--- src/rtl/core/dsos_pkg.sv ---
// ----------------------------------------------------------------------------
// dsos_pkg
// Shared types and constants of the depth sector obstacle summary block.
// ----------------------------------------------------------------------------
package dsos_pkg;

    localparam int DEPTH_W = 16;
    localparam int CNT_W   = 21;
    localparam int SUM_W   = 36;
    localparam int ANG_W   = 16;
    localparam int FW_W    = 11;
    localparam int CFG_IDX_W = 2;
    localparam int CORDIC_MAX = 24;
    localparam int CZ_W    = 24;
    localparam int MAX_HEIGHT = 1024;

    localparam logic [CFG_IDX_W-1:0] CFG_FRAME_WIDTH = 2'd0;
    localparam logic [CFG_IDX_W-1:0] CFG_MAX_DEPTH   = 2'd1;
    localparam logic [CFG_IDX_W-1:0] CFG_MIN_AREA    = 2'd2;

    localparam logic [CNT_W-1:0] CNT_MAX = {CNT_W{1'b1}};
    localparam logic signed [SUM_W-1:0] SUM_MAX = 36'sd34359738367;
    localparam logic signed [ANG_W-1:0] ANG_LIM = 16'sd23040;

    typedef struct packed {
        logic clear;
        logic pix_start;
        logic pix_step;
        logic pix_done;
        logic div_start;
        logic div_step;
        logic [1:0] sel;
        logic emit;
    } t_cmd;

    typedef struct packed {
        logic pix_last;
        logic div_last;
    } t_sts;

    function automatic logic [CZ_W-1:0] atan_q16(input logic [4:0] i);
        logic [CZ_W-1:0] v;
        unique case (i)
            5'd0: v = 24'd2949120;  5'd1: v = 24'd1740967;
            5'd2: v = 24'd919879;   5'd3: v = 24'd466945;
            5'd4: v = 24'd234379;   5'd5: v = 24'd117304;
            5'd6: v = 24'd58666;    5'd7: v = 24'd29335;
            5'd8: v = 24'd14668;    5'd9: v = 24'd7334;
            5'd10: v = 24'd3667;    5'd11: v = 24'd1833;
            5'd12: v = 24'd917;     5'd13: v = 24'd458;
            5'd14: v = 24'd229;     5'd15: v = 24'd115;
            5'd16: v = 24'd57;      5'd17: v = 24'd29;
            5'd18: v = 24'd14;      5'd19: v = 24'd7;
            5'd20: v = 24'd4;       5'd21: v = 24'd2;
            5'd22: v = 24'd1;       default: v = 24'd0;
        endcase
        return v;
    endfunction

endpackage

--- src/rtl/core/dsos_ctrl.sv ---
// ----------------------------------------------------------------------------
// dsos_ctrl
// Sequencer: CORDIC iterations per pixel, then one division per sector.
// ----------------------------------------------------------------------------
module dsos_ctrl
    import dsos_pkg::*;
(
    input  logic i_clk,
    input  logic i_rst_n,
    input  logic i_start,
    input  logic i_last_pixel,
    input  t_sts i_sts,
    output t_cmd o_cmd,
    output logic o_busy
);

    localparam logic [1:0] S_IDLE = 2'd0;
    localparam logic [1:0] S_PIX  = 2'd1;
    localparam logic [1:0] S_DIV  = 2'd2;
    localparam logic [1:0] S_LOAD = 2'd3;

    logic [1:0] r_state, n_state;
    logic [1:0] r_sel, n_sel;
    logic       r_last, n_last;

    always_comb begin
        n_state = r_state;
        n_sel   = r_sel;
        n_last  = r_last;
        o_cmd   = '0;
        o_cmd.sel = r_sel;
        unique case (r_state)
            S_IDLE: begin
                if (i_start) begin
                    o_cmd.pix_start = 1'b1;
                    n_last  = i_last_pixel;
                    n_state = S_PIX;
                end
            end
            S_PIX: begin
                o_cmd.pix_step = 1'b1;
                if (i_sts.pix_last) begin
                    o_cmd.pix_done = 1'b1;
                    if (r_last) begin
                        n_sel   = 2'd0;
                        n_state = S_LOAD;
                    end else begin
                        n_state = S_IDLE;
                    end
                end
            end
            S_LOAD: begin
                o_cmd.div_start = 1'b1;
                n_state = S_DIV;
            end
            S_DIV: begin
                o_cmd.div_step = 1'b1;
                if (i_sts.div_last) begin
                    o_cmd.emit = 1'b1;
                    if (r_sel == 2'd2) begin
                        o_cmd.clear = 1'b1;
                        n_state = S_IDLE;
                    end else begin
                        n_sel   = r_sel + 2'd1;
                        n_state = S_LOAD;
                    end
                end
            end
        endcase
    end

    assign o_busy = (r_state != S_IDLE);

    always_ff @(posedge i_clk) begin
        if (!i_rst_n) begin
            r_state <= S_IDLE;
            r_sel   <= 2'd0;
            r_last  <= 1'b0;
        end else begin
            r_state <= n_state;
            r_sel   <= n_sel;
            r_last  <= n_last;
        end
    end

endmodule

--- src/rtl/core/dsos_dp.sv ---
// ----------------------------------------------------------------------------
// dsos_dp
// Column counter, iterative CORDIC, sector accumulators, serial divider.
// ----------------------------------------------------------------------------
module dsos_dp
    import dsos_pkg::*;
#(
    parameter int MAX_WIDTH    = 1024,
    parameter int CORDIC_STEPS = 16
) (
    input  logic                    i_clk,
    input  logic                    i_rst_n,
    input  t_cmd                    i_cmd,
    output t_sts                    o_sts,
    input  logic [DEPTH_W-1:0]      i_depth_mm,
    input  logic                    i_cfg_we,
    input  logic [CFG_IDX_W-1:0]    i_cfg_idx,
    input  logic [31:0]             i_cfg_data,
    output logic                    o_valid,
    output logic signed [1:0]       o_sector,
    output logic                    o_active,
    output logic [DEPTH_W-1:0]      o_nearest_mm,
    output logic [CNT_W-1:0]        o_blob_area,
    output logic signed [ANG_W-1:0] o_mean_angle_q8,
    output logic                    o_last_summary
);

    localparam int COL_W  = $clog2(MAX_WIDTH);
    localparam int W_W    = $clog2(MAX_WIDTH + 1);
    localparam int STEPS  = (CORDIC_STEPS > CORDIC_MAX) ? CORDIC_MAX : CORDIC_STEPS;
    localparam int STEP_W = $clog2(STEPS + 1);
    localparam int Y0_W   = W_W + 11;
    localparam int CX_W   = Y0_W + 18;
    localparam int CZS_W  = CZ_W + 2;
    localparam int DIV_W  = SUM_W;
    localparam int DC_W   = $clog2(DIV_W + 1);
    localparam logic [W_W-1:0] MAXW = W_W'(MAX_WIDTH);

    logic [FW_W-1:0]    r_frame_width;
    logic [DEPTH_W-1:0] r_max_depth;
    logic [CNT_W-1:0]   r_min_area;
    logic [COL_W-1:0]   r_col;

    logic [DEPTH_W-1:0]     r_near [3];
    logic [CNT_W-1:0]       r_cnt  [3];
    logic signed [SUM_W-1:0] r_sum [3];

    logic [W_W-1:0] w_eff;
    logic [W_W-1:0] third;
    logic [1:0]     sec_in;
    logic           keep_in;

    always_comb begin
        if (r_frame_width == '0) w_eff = W_W'(1);
        else if (32'(r_frame_width) > 32'(MAX_WIDTH)) w_eff = MAXW;
        else w_eff = W_W'(r_frame_width);
        third = W_W'((32'(w_eff) * 32'd43691) >> 17);
        keep_in = (i_depth_mm != '0) && (i_depth_mm <= r_max_depth);
        if (W_W'(r_col) < third) sec_in = 2'd0;
        else if (W_W'(r_col) >= w_eff - third) sec_in = 2'd2;
        else sec_in = 2'd1;
    end

    logic                    r_keep, r_neg;
    logic [1:0]              r_sec;
    logic [STEP_W-1:0]       r_step;
    logic signed [CX_W-1:0]  r_x, r_y;
    logic signed [CZS_W-1:0] r_z;
    logic signed [Y0_W-1:0]  y0;
    logic [Y0_W-1:0]         y0_abs;

    always_comb begin
        y0 = (Y0_W'($signed({1'b0, r_col, 1'b0})) - Y0_W'($signed({1'b0, w_eff}))
              + Y0_W'(1)) * Y0_W'(500);
        y0_abs = y0[Y0_W-1] ? Y0_W'(-y0) : y0;
    end

    logic signed [CX_W-1:0] dx, dy;
    logic [4:0] step_i;
    assign step_i = 5'(r_step);
    assign dx = r_y >>> step_i;
    assign dy = r_x >>> step_i;
    assign o_sts.pix_last = (r_step == STEP_W'(STEPS));

    logic signed [CZS_W-1:0] zr;
    logic signed [ANG_W-1:0] ang;
    always_comb begin
        zr = (r_z + CZS_W'(128)) >>> 8;
        if (zr > CZS_W'(ANG_LIM)) ang = ANG_LIM;
        else if (zr < -CZS_W'(ANG_LIM)) ang = -ANG_LIM;
        else ang = ANG_W'(zr);
        if (r_neg) ang = -ang;
    end

    logic signed [SUM_W+1:0] sum_nx;
    assign sum_nx = (SUM_W+2)'(r_sum[r_sec]) + (SUM_W+2)'(ang);

    logic [DIV_W-1:0] r_rem, r_quo;
    logic [DC_W-1:0]  r_dcnt;
    logic             r_dneg;
    logic [DIV_W:0]   trial;
    logic signed [SUM_W-1:0] ssel;
    logic             act_sel;
    assign ssel = r_sum[i_cmd.sel];
    assign act_sel = (r_cnt[i_cmd.sel] != '0) && (r_cnt[i_cmd.sel] >= r_min_area);
    assign trial = {r_rem[DIV_W-2:0], r_quo[DIV_W-1]} - {{(DIV_W-CNT_W){1'b0}}, 1'b0,
                    r_cnt[i_cmd.sel]};
    assign o_sts.div_last = (r_dcnt == DC_W'(DIV_W - 1));

    always_ff @(posedge i_clk) begin
        if (!i_rst_n) begin
            r_frame_width <= FW_W'(640);
            r_max_depth   <= DEPTH_W'(1500);
            r_min_area    <= CNT_W'(1);
            r_col         <= '0;
            for (int k = 0; k < 3; k++) begin
                r_near[k] <= '1;
                r_cnt[k]  <= '0;
                r_sum[k]  <= '0;
            end
            o_valid <= 1'b0;
        end else begin
            o_valid <= i_cmd.emit;
            if (i_cfg_we) begin
                unique case (i_cfg_idx)
                    CFG_FRAME_WIDTH: begin
                        r_frame_width <= i_cfg_data[FW_W-1:0];
                        r_col <= '0;
                    end
                    CFG_MAX_DEPTH: r_max_depth <= i_cfg_data[DEPTH_W-1:0];
                    CFG_MIN_AREA:  r_min_area  <= i_cfg_data[CNT_W-1:0];
                    default: ;
                endcase
            end
            if (i_cmd.pix_start) begin
                r_col <= (W_W'(r_col) + W_W'(1) >= w_eff) ? '0 : r_col + COL_W'(1);
                if (keep_in && i_depth_mm < r_near[sec_in]) r_near[sec_in] <= i_depth_mm;
            end
            if (i_cmd.pix_done) begin
                if (r_keep && r_cnt[r_sec] != CNT_MAX) begin
                    r_cnt[r_sec] <= r_cnt[r_sec] + CNT_W'(1);
                    if (sum_nx > (SUM_W+2)'(SUM_MAX)) r_sum[r_sec] <= SUM_MAX;
                    else if (sum_nx < -(SUM_W+2)'(SUM_MAX)) r_sum[r_sec] <= -SUM_MAX;
                    else r_sum[r_sec] <= SUM_W'(sum_nx);
                end
            end
            if (i_cmd.clear) begin
                r_col <= '0;
                for (int k = 0; k < 3; k++) begin
                    r_near[k] <= '1;
                    r_cnt[k]  <= '0;
                    r_sum[k]  <= '0;
                end
            end
        end
    end

    always_ff @(posedge i_clk) begin
        if (i_cmd.pix_start) begin
            r_keep <= keep_in;
            r_sec  <= sec_in;
            r_neg  <= y0[Y0_W-1];
            r_step <= '0;
            r_x    <= CX_W'({i_depth_mm, 16'd0});
            r_y    <= CX_W'({y0_abs, 16'd0});
            r_z    <= '0;
        end else if (i_cmd.pix_step) begin
            r_step <= r_step + STEP_W'(1);
            if (!r_y[CX_W-1]) begin
                r_x <= r_x + dx;
                r_y <= r_y - dy;
                r_z <= r_z + CZS_W'(atan_q16(step_i));
            end else begin
                r_x <= r_x - dx;
                r_y <= r_y + dy;
                r_z <= r_z - CZS_W'(atan_q16(step_i));
            end
        end
        if (i_cmd.div_start) begin
            r_rem  <= '0;
            r_quo  <= ssel[SUM_W-1] ? DIV_W'(-ssel) : DIV_W'(ssel);
            r_dneg <= ssel[SUM_W-1];
            r_dcnt <= '0;
        end else if (i_cmd.div_step) begin
            r_dcnt <= r_dcnt + DC_W'(1);
            if (!trial[DIV_W]) begin
                r_rem <= trial[DIV_W-1:0];
                r_quo <= {r_quo[DIV_W-2:0], 1'b1};
            end else begin
                r_rem <= {r_rem[DIV_W-2:0], r_quo[DIV_W-1]};
                r_quo <= {r_quo[DIV_W-2:0], 1'b0};
            end
        end
    end

    logic [DIV_W-1:0] q_fin;
    assign q_fin = {r_quo[DIV_W-2:0], ~trial[DIV_W]};

    always_ff @(posedge i_clk) begin
        if (i_cmd.emit) begin
            o_sector        <= $signed(i_cmd.sel - 2'd1);
            o_active        <= act_sel;
            o_nearest_mm    <= act_sel ? r_near[i_cmd.sel] : '0;
            o_blob_area     <= act_sel ? r_cnt[i_cmd.sel] : '0;
            o_mean_angle_q8 <= !act_sel ? '0 :
                               r_dneg ? ANG_W'(-q_fin) : ANG_W'(q_fin);
            o_last_summary  <= (i_cmd.sel == 2'd2);
        end
    end

endmodule

--- src/rtl/core/depth_sector_obstacle_summary.sv ---
// ----------------------------------------------------------------------------
// depth_sector_obstacle_summary
// Per-sector nearest depth, area and mean angle of close pixels in a frame.
// ----------------------------------------------------------------------------
// Usage:
//   Pixel channel: drive i_depth_mm and i_last_pixel with start while
//   busy is low; the transaction is taken at that edge.
//   Each pixel holds busy after that edge: the load happens at the edge,
//   then one CORDIC iteration per cycle in a single shared rotator and an
//   accumulate step, so a new pixel is taken only once the last one is
//   through and busy is low again.
//   On the last pixel of a frame, three summaries (left, centre, right)
//   follow, each after a dividend load step and a restoring divider pass;
//   busy falls as the third appears. Each summary is on the result ports
//   for one cycle with o_valid high; the receiver cannot stall.
//   Configuration: i_cfg_valid/o_cfg_ready, index and data; writes are
//   always taken. The user must make them while the block is idle; the
//   block does not enforce it. Reset: synchronous active low; the
//   config registers take their defaults and all sector accumulators clear.
// ----------------------------------------------------------------------------
module depth_sector_obstacle_summary
    import dsos_pkg::*;
#(
    parameter int MAX_WIDTH    = 1024,
    parameter int CORDIC_STEPS = 16
) (
    input  logic                    i_clk,
    input  logic                    i_rst_n,
    input  logic                    start,
    output logic                    busy,
    input  logic [DEPTH_W-1:0]      i_depth_mm,
    input  logic                    i_last_pixel,
    input  logic                    i_cfg_valid,
    output logic                    o_cfg_ready,
    input  logic [CFG_IDX_W-1:0]    i_cfg_index,
    input  logic [31:0]             i_cfg_data,
    output logic                    o_valid,
    output logic signed [1:0]       o_sector,
    output logic                    o_active,
    output logic [DEPTH_W-1:0]      o_nearest_mm,
    output logic [CNT_W-1:0]        o_blob_area,
    output logic signed [ANG_W-1:0] o_mean_angle_q8,
    output logic                    o_last_summary
);

    t_cmd cmd;
    t_sts sts;
    logic go;

    assign o_cfg_ready = 1'b1;
    assign go = start && !busy;

    dsos_ctrl u_ctrl (
        .i_clk        (i_clk),
        .i_rst_n      (i_rst_n),
        .i_start      (go),
        .i_last_pixel (i_last_pixel),
        .i_sts        (sts),
        .o_cmd        (cmd),
        .o_busy       (busy)
    );

    dsos_dp #(
        .MAX_WIDTH    (MAX_WIDTH),
        .CORDIC_STEPS (CORDIC_STEPS)
    ) u_dp (
        .i_clk           (i_clk),
        .i_rst_n         (i_rst_n),
        .i_cmd           (cmd),
        .o_sts           (sts),
        .i_depth_mm      (i_depth_mm),
        .i_cfg_we        (i_cfg_valid),
        .i_cfg_idx       (i_cfg_index),
        .i_cfg_data      (i_cfg_data),
        .o_valid         (o_valid),
        .o_sector        (o_sector),
        .o_active        (o_active),
        .o_nearest_mm    (o_nearest_mm),
        .o_blob_area     (o_blob_area),
        .o_mean_angle_q8 (o_mean_angle_q8),
        .o_last_summary  (o_last_summary)
    );

endmodule

--- config.mk ---
export PLATFORM = sky130hd
export DESIGN_NAME = depth_sector_obstacle_summary
export DESIGN_NICKNAME = d
export VERILOG_FILES = /design/src/rtl/core/dsos_pkg.sv /design/src/rtl/core/dsos_ctrl.sv /design/src/rtl/core/dsos_dp.sv /design/src/rtl/core/depth_sector_obstacle_summary.sv
export SDC_FILE = /design/constraint.sdc
export NUM_CORES = 2
export LEC_CHECK = 0
export BUFFER_PORTS_ARGS = -buffer_cell sky130_fd_sc_hd__buf_2
export CORE_ASPECT_RATIO = 1.4
export CORE_MARGIN = 2
export CORE_UTILIZATION = 59
export DETAILED_ROUTE_END_ITERATION = 12
export PLACE_DENSITY = 0.79
export SYNTH_ARGS = -nofsm -noshare
export SYNTH_HDL_FRONTEND = slang
export SYNTH_SLANG_ARGS = --single-unit
export TNS_END_PERCENT = 10
--- constraint.sdc ---
create_clock -name i_clk -period 11.4 [get_ports i_clk]
set_input_delay 2.28 -clock i_clk [delete_from_list [all_inputs] [get_ports i_clk]]
set_output_delay 2.28 -clock i_clk [all_outputs]
set_load 0.05 [all_outputs]
======== Word-level counts from Yosys, hierarchy flattened ========
Memories as Yosys holds them, arrays and structs flattened. A register that Yosys moved wholly into a read port is not among the register bits.
Cells that the tools add are included.
operators by class
  add/sub/neg operators ................... 23
  $mul .................................... 2
  magnitude comparators ................... 11
  eq/ne operators ......................... 14
  shift operators ......................... 2
  muxes and demuxes ....................... 112
  bitwise logic cells ..................... 13
  reduce and logical (&&, ||, !) cells .... 29
operators with widths
  kind                                                   number
  2-to-1 mux 36 bit                                      9
  2-to-1 mux 24 bit                                      6
  2-to-1 mux 16 bit                                      8
  2-to-1 mux 21 bit                                      4
  adder 40 bit                                           2
  2-to-1 mux 40 bit                                      2
  >>> shifter 40 x 5 -> 40 bit                           2
  subtractor 40 bit                                      2
  2-to-1 mux 38 bit                                      2
  2-to-1 mux 32 bit                                      2
  2-to-1 mux 1 bit                                       43
  2-to-1 mux 2 bit                                       21
  2-to-1 mux 10 bit                                      4
  > comparator 38 x 36 -> 1 bit (second input constant)  1
  < comparator 38 x 36 -> 1 bit (second input constant)  1
  adder 36 x 16 -> 37 bit                                1
  subtractor 36 x 21 -> 37 bit                           1
  negator 36 bit                                         1
  OR reduction 36 bit                                    1
  2-to-1 mux 35 bit                                      1
  negator 16 bit                                         2
  multiplier 11 x 16 -> 27 bit (second input constant)   1
  adder 26 x 24 -> 26 bit                                1
  adder 26 x 9 -> 26 bit (second input constant)         1
  other kinds (50)                                       87
storage, ports and cells
  register bits after elaboration ......... 298
  bits in writable memories ............... 219
  memory bits (read-only) ................. 1,408
  input port bits ......................... 55
  output and inout port bits .............. 60
  word-level logic and storage cells ...... 237
  memories kept ........................... 5
memories
  memory           depth  width  rd ports  clocked after Yosys merged registers in  wr ports  RTL line        text
  (no name shown)  32     22     1         1                                        0         dsos_pkg.sv:43  unique case (i)
  (no name shown)  32     22     1         1                                        0         dsos_pkg.sv:43
  u_dp.r_sum       3      36     2         2                                        3         dsos_dp.sv:46   logic signed [SUM_W-1:0] r_sum [3];
  u_dp.r_cnt       3      21     2         2                                        3         dsos_dp.sv:45   logic [CNT_W-1:0] r_cnt [3];
  u_dp.r_near      3      16     2         1                                        3         dsos_dp.sv:44   logic [DEPTH_W-1:0] r_near [3];

======== Longest topological paths before layout ========
  depth in word-level cells ............... 18
  mapped depth ............................ 51

======== Hierarchy ========
From an unflattened synthesis, not the netlist that was laid out.
unflattened totals
  cells, all modules ...................... 5,485
  area, all modules ....................... 52,579.2 um^2
by module, submodules not included
  module                         instances  cells each  area each (um^2)  sequential area each (um^2)
  dsos_dp                        1          5,450       52,261.4          16,796.1
  dsos_ctrl                      1          32          292.8             100.1
  depth_sector_obstacle_summary  1          3           25.0              0.0

======== Worst setup path after synthesis ========
No wires, ideal clock.
  kind .................................... flip-flop to flip-flop
  start ................................... register u_dp.r_frame_width[10]
  end ..................................... memory u_dp.r_near[0][0], enable pin
  arrival time ............................ 10.503 ns
  required time ........................... 11.025 ns
  setup slack ............................. 0.522 ns
  cell stages (with the launch flop) ...... 47
  cells stage by stage .................... dfxtp_1 inv_2 nand2_1 clkinv_1 ha_1 inv_1 fa_1 fa_1 inv_1 fa_1 inv_1 fa_1 inv_1 ha_1 nand3_1 nor3_1 nor2_1 a21oi_1 (+11 left out) ha_1 o21ai_0 a21oi_1 o22a_1 nand3_2 buf_6 buf_2 mux2i_1 nor2_1 a21oi_1 ha_1 a21o_1 a21o_1 a21oi_1 o2111a_1 nor3b_1 clkbuf_1 nand2b_1
RTL lines
  element                 RTL line        text
  start, declared         dsos_dp.sv:39   logic [FW_W-1:0] r_frame_width;
  start signal, assigned  dsos_dp.sv:127  r_frame_width <= i_cfg_data[FW_W-1:0];
  end, declared           dsos_dp.sv:44

==> flow_summary_export.csv <==
group,metric,value,unit
outcome,outcome,"complete, no violations",
min_path,timing.hold.worst.class,"reg2reg",
cells_and_area,layout.cell_area.non_filler,56050,um^2
grt,globalRoute.totalOverflow,0,
yosys,synth_cell_types,117,
sta,timing.fmax,92.72,MHz
critical_path,timing.critical_path.from,"u_dp.r_frame_width[10]",
critical_path,timing.critical_path.to_type,"register",
min_path,hold_path_depth,2,
yosys,ys_async_sr_fraction,0,%
critical_path,cp_slowest_stage_delay,0.54,ns
detailed_routing,post-route-drc-count,0,
min_path,holdPathEnd,"u_dp.r_max_depth[13]",
floorplan,core_area,87970,um^2
grt,grt_util_all_layers,30.69,%
sta,rsz0062_at_grt,"no",
cells_and_area,area_growth_syn_to_layout,7.495,%
detailed_routing,num_vias,42090,
floorplan,pin_count,115,
grt,grt_max_degree,84,
sta,max_slew_margin,16.04,%
floorplan,die_outline_area,90800,um^2
critical_path,timing.reg2reg.worst_path_depth,48,
clock_network,root_buffer,"clkbuf_16",
clock_network,cts_hold_buffers,0,
sta,timing_hold_violations_final,0,
min_path,hold_path.startpoint,"u_dp.r_max_depth[13]",
yosys,synth.ff_latch_count,632,
sta,final_min_period_over_clock_period,94.60,%
cells_and_area,layout_commonest_cell,"nor2_1",
yosys,synth_enable_flop_cells,428,
clock_network,worst_skew_pair.late_latency,0.64,ns
cells_and_area,layout-drive-gt1-share,11.62,%
cells_and_area,layout.area.seq,16960,um^2
placement,rd_place_congestion,1.006,
critical_path,reg2reg_to,"u_dp.r_near[1][6]",
floorplan,num_rows,129,
grt,antenna_violations_before_repair,14,
yosys,synth.yosys.seq_area_share,32.48,%
grt,grt_pass1_vias,41980,
power,vdd_drop_max,0.0002687,V
detailed_routing,first_pass_iters,6,
critical_path,critical-path-slowest-cell,"fa_1",
clock_network,number_of_sinks_driven_by_the_clock_tree,632,
sta,timing_worst_slew_pin_value,1.250,ns
critical_path,crit_path_max_fanout,10,
clock_network,cts-root-to-sink-buffers,3,
yosys,syn_avg_cell_area,9.623,um^2
critical_path,worst-r2r-setup-slack,0.62,ns
power,leakagePower,22.70,nW
sta,timing.final.setup_violations,0,
detailed_routing,via_density_per_instance,6.315,
detailed_routing,drtIter0Drc,3501,
critical_path,path_buf_inv,7,
critical_path,cell_family_contributing_the_most_delay_on_the_critical_path,"adder cells",
critical_path,required,11.78,ns
sta,final_worst_clock_skew,0.05328,ns
critical_path,r2r-start,"u_dp.r_frame_width[10]",
placement,detailed_place_hpwl,102300,um
clock_network,htreeDepth,3,
cells_and_area,layout.nets,5985,
cells_and_area,combined_area_of_the_multi_input_logic_cells,33000,um^2
yosys,syn-cell-area,52140,um^2
critical_path,timing.critical_path.arrival,11.17,ns
sta,timing.setup.tns,0,ns
power,power-per-cell-area,323.0,nW/um^2
yosys,postSynth.topFlopCell,"edfxtp_1",
critical_path,worstSetupPathType,"reg2reg",
floorplan,die_width,255.2,um
detailed_routing,routed_wire_length_per_instance,21.09,um
floorplan,floorplan_die_height,355.7,um
grt,grt_first_pass_wirelength,219500,um
sta,final_min_period,10.78,ns
placement,port_buffers,102,
detailed_routing,route.final.wire_length,140600,um
flow_run,maxCapViolations,0,
clock_network,path_clk_slew,0.06,ns
critical_path,critical_path.startpoint_type,"register",
placement,postPlaceCellArea,53770,um^2
cells_and_area,layout.filler_cells,6895,
floorplan,effective_utilization_at_floorplan,59.27,%
yosys,synth-warning-count,0,
cells_and_area,layout.cells.most_common_list,"nor2_1, edfxtp_1, nand2_1, ha_1, inv_1",
detailed_routing,antenna_left,0,
critical_path,timing.critical_path.mode_cell,"ha_1",
clock_network,cts_inserted_buffers,66,
clock_network,clock_tree_from_tritoncts,"yes",
yosys,synth_cells,5418,
sta,timing.final.max_slew_violations,0,
[cells by family (layout without fill, tap and decap cells)]
family / count (synthesis) / in the layout / share of synthesized area (%)
AO/OA/AOI/OAI: 1142 / 1142 / 13.76
XOR/XNOR: 401 / 401 / 6.789
adder cells (fa/ha/maj): 534 / 534 / 14.04
buffers and inverters: 612 / 656 / 4.641
flip-flops: 632 / 632 / 32.48
multiplexers: 382 / 382 / 12.64
other: 2 / 26 / 0.01440
AND/OR/NAND/NOR: 1713 / 1713 / 15.63
[through the flow]
step | total power, mW | util (%) | hold slack (ns) | setup WS (ns) | cells
6_report | 18.10 | 63.71 | 0.4595 | 0.6153 | 6665
5_1_grt | 19.51 | 63.70 | 0.4926 | 0.04784 | 6660
4_1_cts | 17.95 | 63.63 | 0.4655 | 0.1274 | 6658
3_5_place_dp | 15.63 | 61.13 | 0.4573 | 0.01977 | 6539
3_3_place_gp | 15.37 | 61.13 | 0.4512 | 0.2704 | 6539
2_1_floorplan | 12.92 | - | 0.4435 | 0.5223 | 5436
[sequential cells by signal (all words and copies together) (netlist names), 2 cells and up, named ones only]
signal                count
u_dp.r_max_depth         16
u_dp.r_col               10
u_dp.r_min_area          21
u_dp.r_y                 40
u_dp.r_step               5
u_dp.r_x                 40
u_dp.r_sec                2
u_dp.o_mean_angle_q8     16
u_ctrl.r_state            2
u_dp.r_cnt               84
u_dp.o_sector             2
u_ctrl.r_sel              2
u_dp.r_quo               36
u_dp.r_rem               35
u_dp.r_sum              144
u_dp.r_z                 26
u_dp.r_frame_width       11
u_dp.r_near              64
u_dp.o_nearest_mm        16
u_dp.o_blob_area         21
u_dp.r_dcnt               6
[synthesized netlist by cell type (159+ instances only)]
library cell,number,area [um^2]
dfxtp_1,204,4084
inv_1,364,1366
xor2_1,171,1498
ha_1,405,5067
nor2_1,625,2346
a21oi_1,341,1707
nand2_1,422,1584
mux4_2,215,4842
o21ai_0,263,1316
clkbuf_1,159,596.8
edfxtp_1,428,12850
xnor2_1,228,1997
[worst register-to-register path, delay by kind of cell (launching register included)]
kind / cells / cell delay (ns)
XOR/XNOR: 2 / 0.40
AND/OR/NAND/NOR: 11 / 1.80
flip-flops: 1 / 0.32
buffers and inverters: 7 / 0.88
adder cells (fa/ha/maj): 11 / 3.92
AO/OA/AOI/OAI: 16 / 3.02
multiplexers: 1 / 0.22
[routing by layer]
layer / vias up / track usage [%] / part of all wire, %
met3: 523 / 5.077 / 6.3
met2: 1613 / 55.76 / 52
met1: 20330 / 32.81 / 35
li1: 19610 / - / -
met4: 16 / 19.29 / 6.8
met5: - / 0 / 0.075
[cell type report]
type                    instances  area share, %
clock inverters                33         0.6965
flip-flops and latches        632          30.26
diodes                          6        0.02679
clock buffers                  86          3.233
repair buffers                165          1.777
well taps                    1179          2.632
multi-input cells            4192          58.88
inverters                     372          2.491
[report_power, final]
group	switching, mW	internal, mW	leakage [nW]	total [mW]
clock	0.983	1.26	1.08	2.24
combinational	7.38	5.25	15.8	12.6
sequential	0.422	2.82	5.82	3.24
[worst max-delay path by stage]
stage / slack, ns / cells past startpoint / to
floorplan: 0.52 / 46 / u_dp.r_near[0][0]
global placement: 0.27 / 46 / u_dp.r_near[0][8]
global route: 0.05 / 49 / u_dp.r_near[1][6]
CTS: 0.13 / 46 / u_dp.r_near[0][8]
detailed placement: 0.02 / 46 / u_dp.r_near[1][6]
finish: 0.62 / 48 / u_dp.r_near[1][6]
[what timing repair did]
action                     4_1_cts  5_1_grt
cloned                           0        0
setup buffers                    0        1
setup endpoints to repair       17       96
pin swaps                        0        1
gates resized for setup          1       12
(Power assumes the default switching activity.)
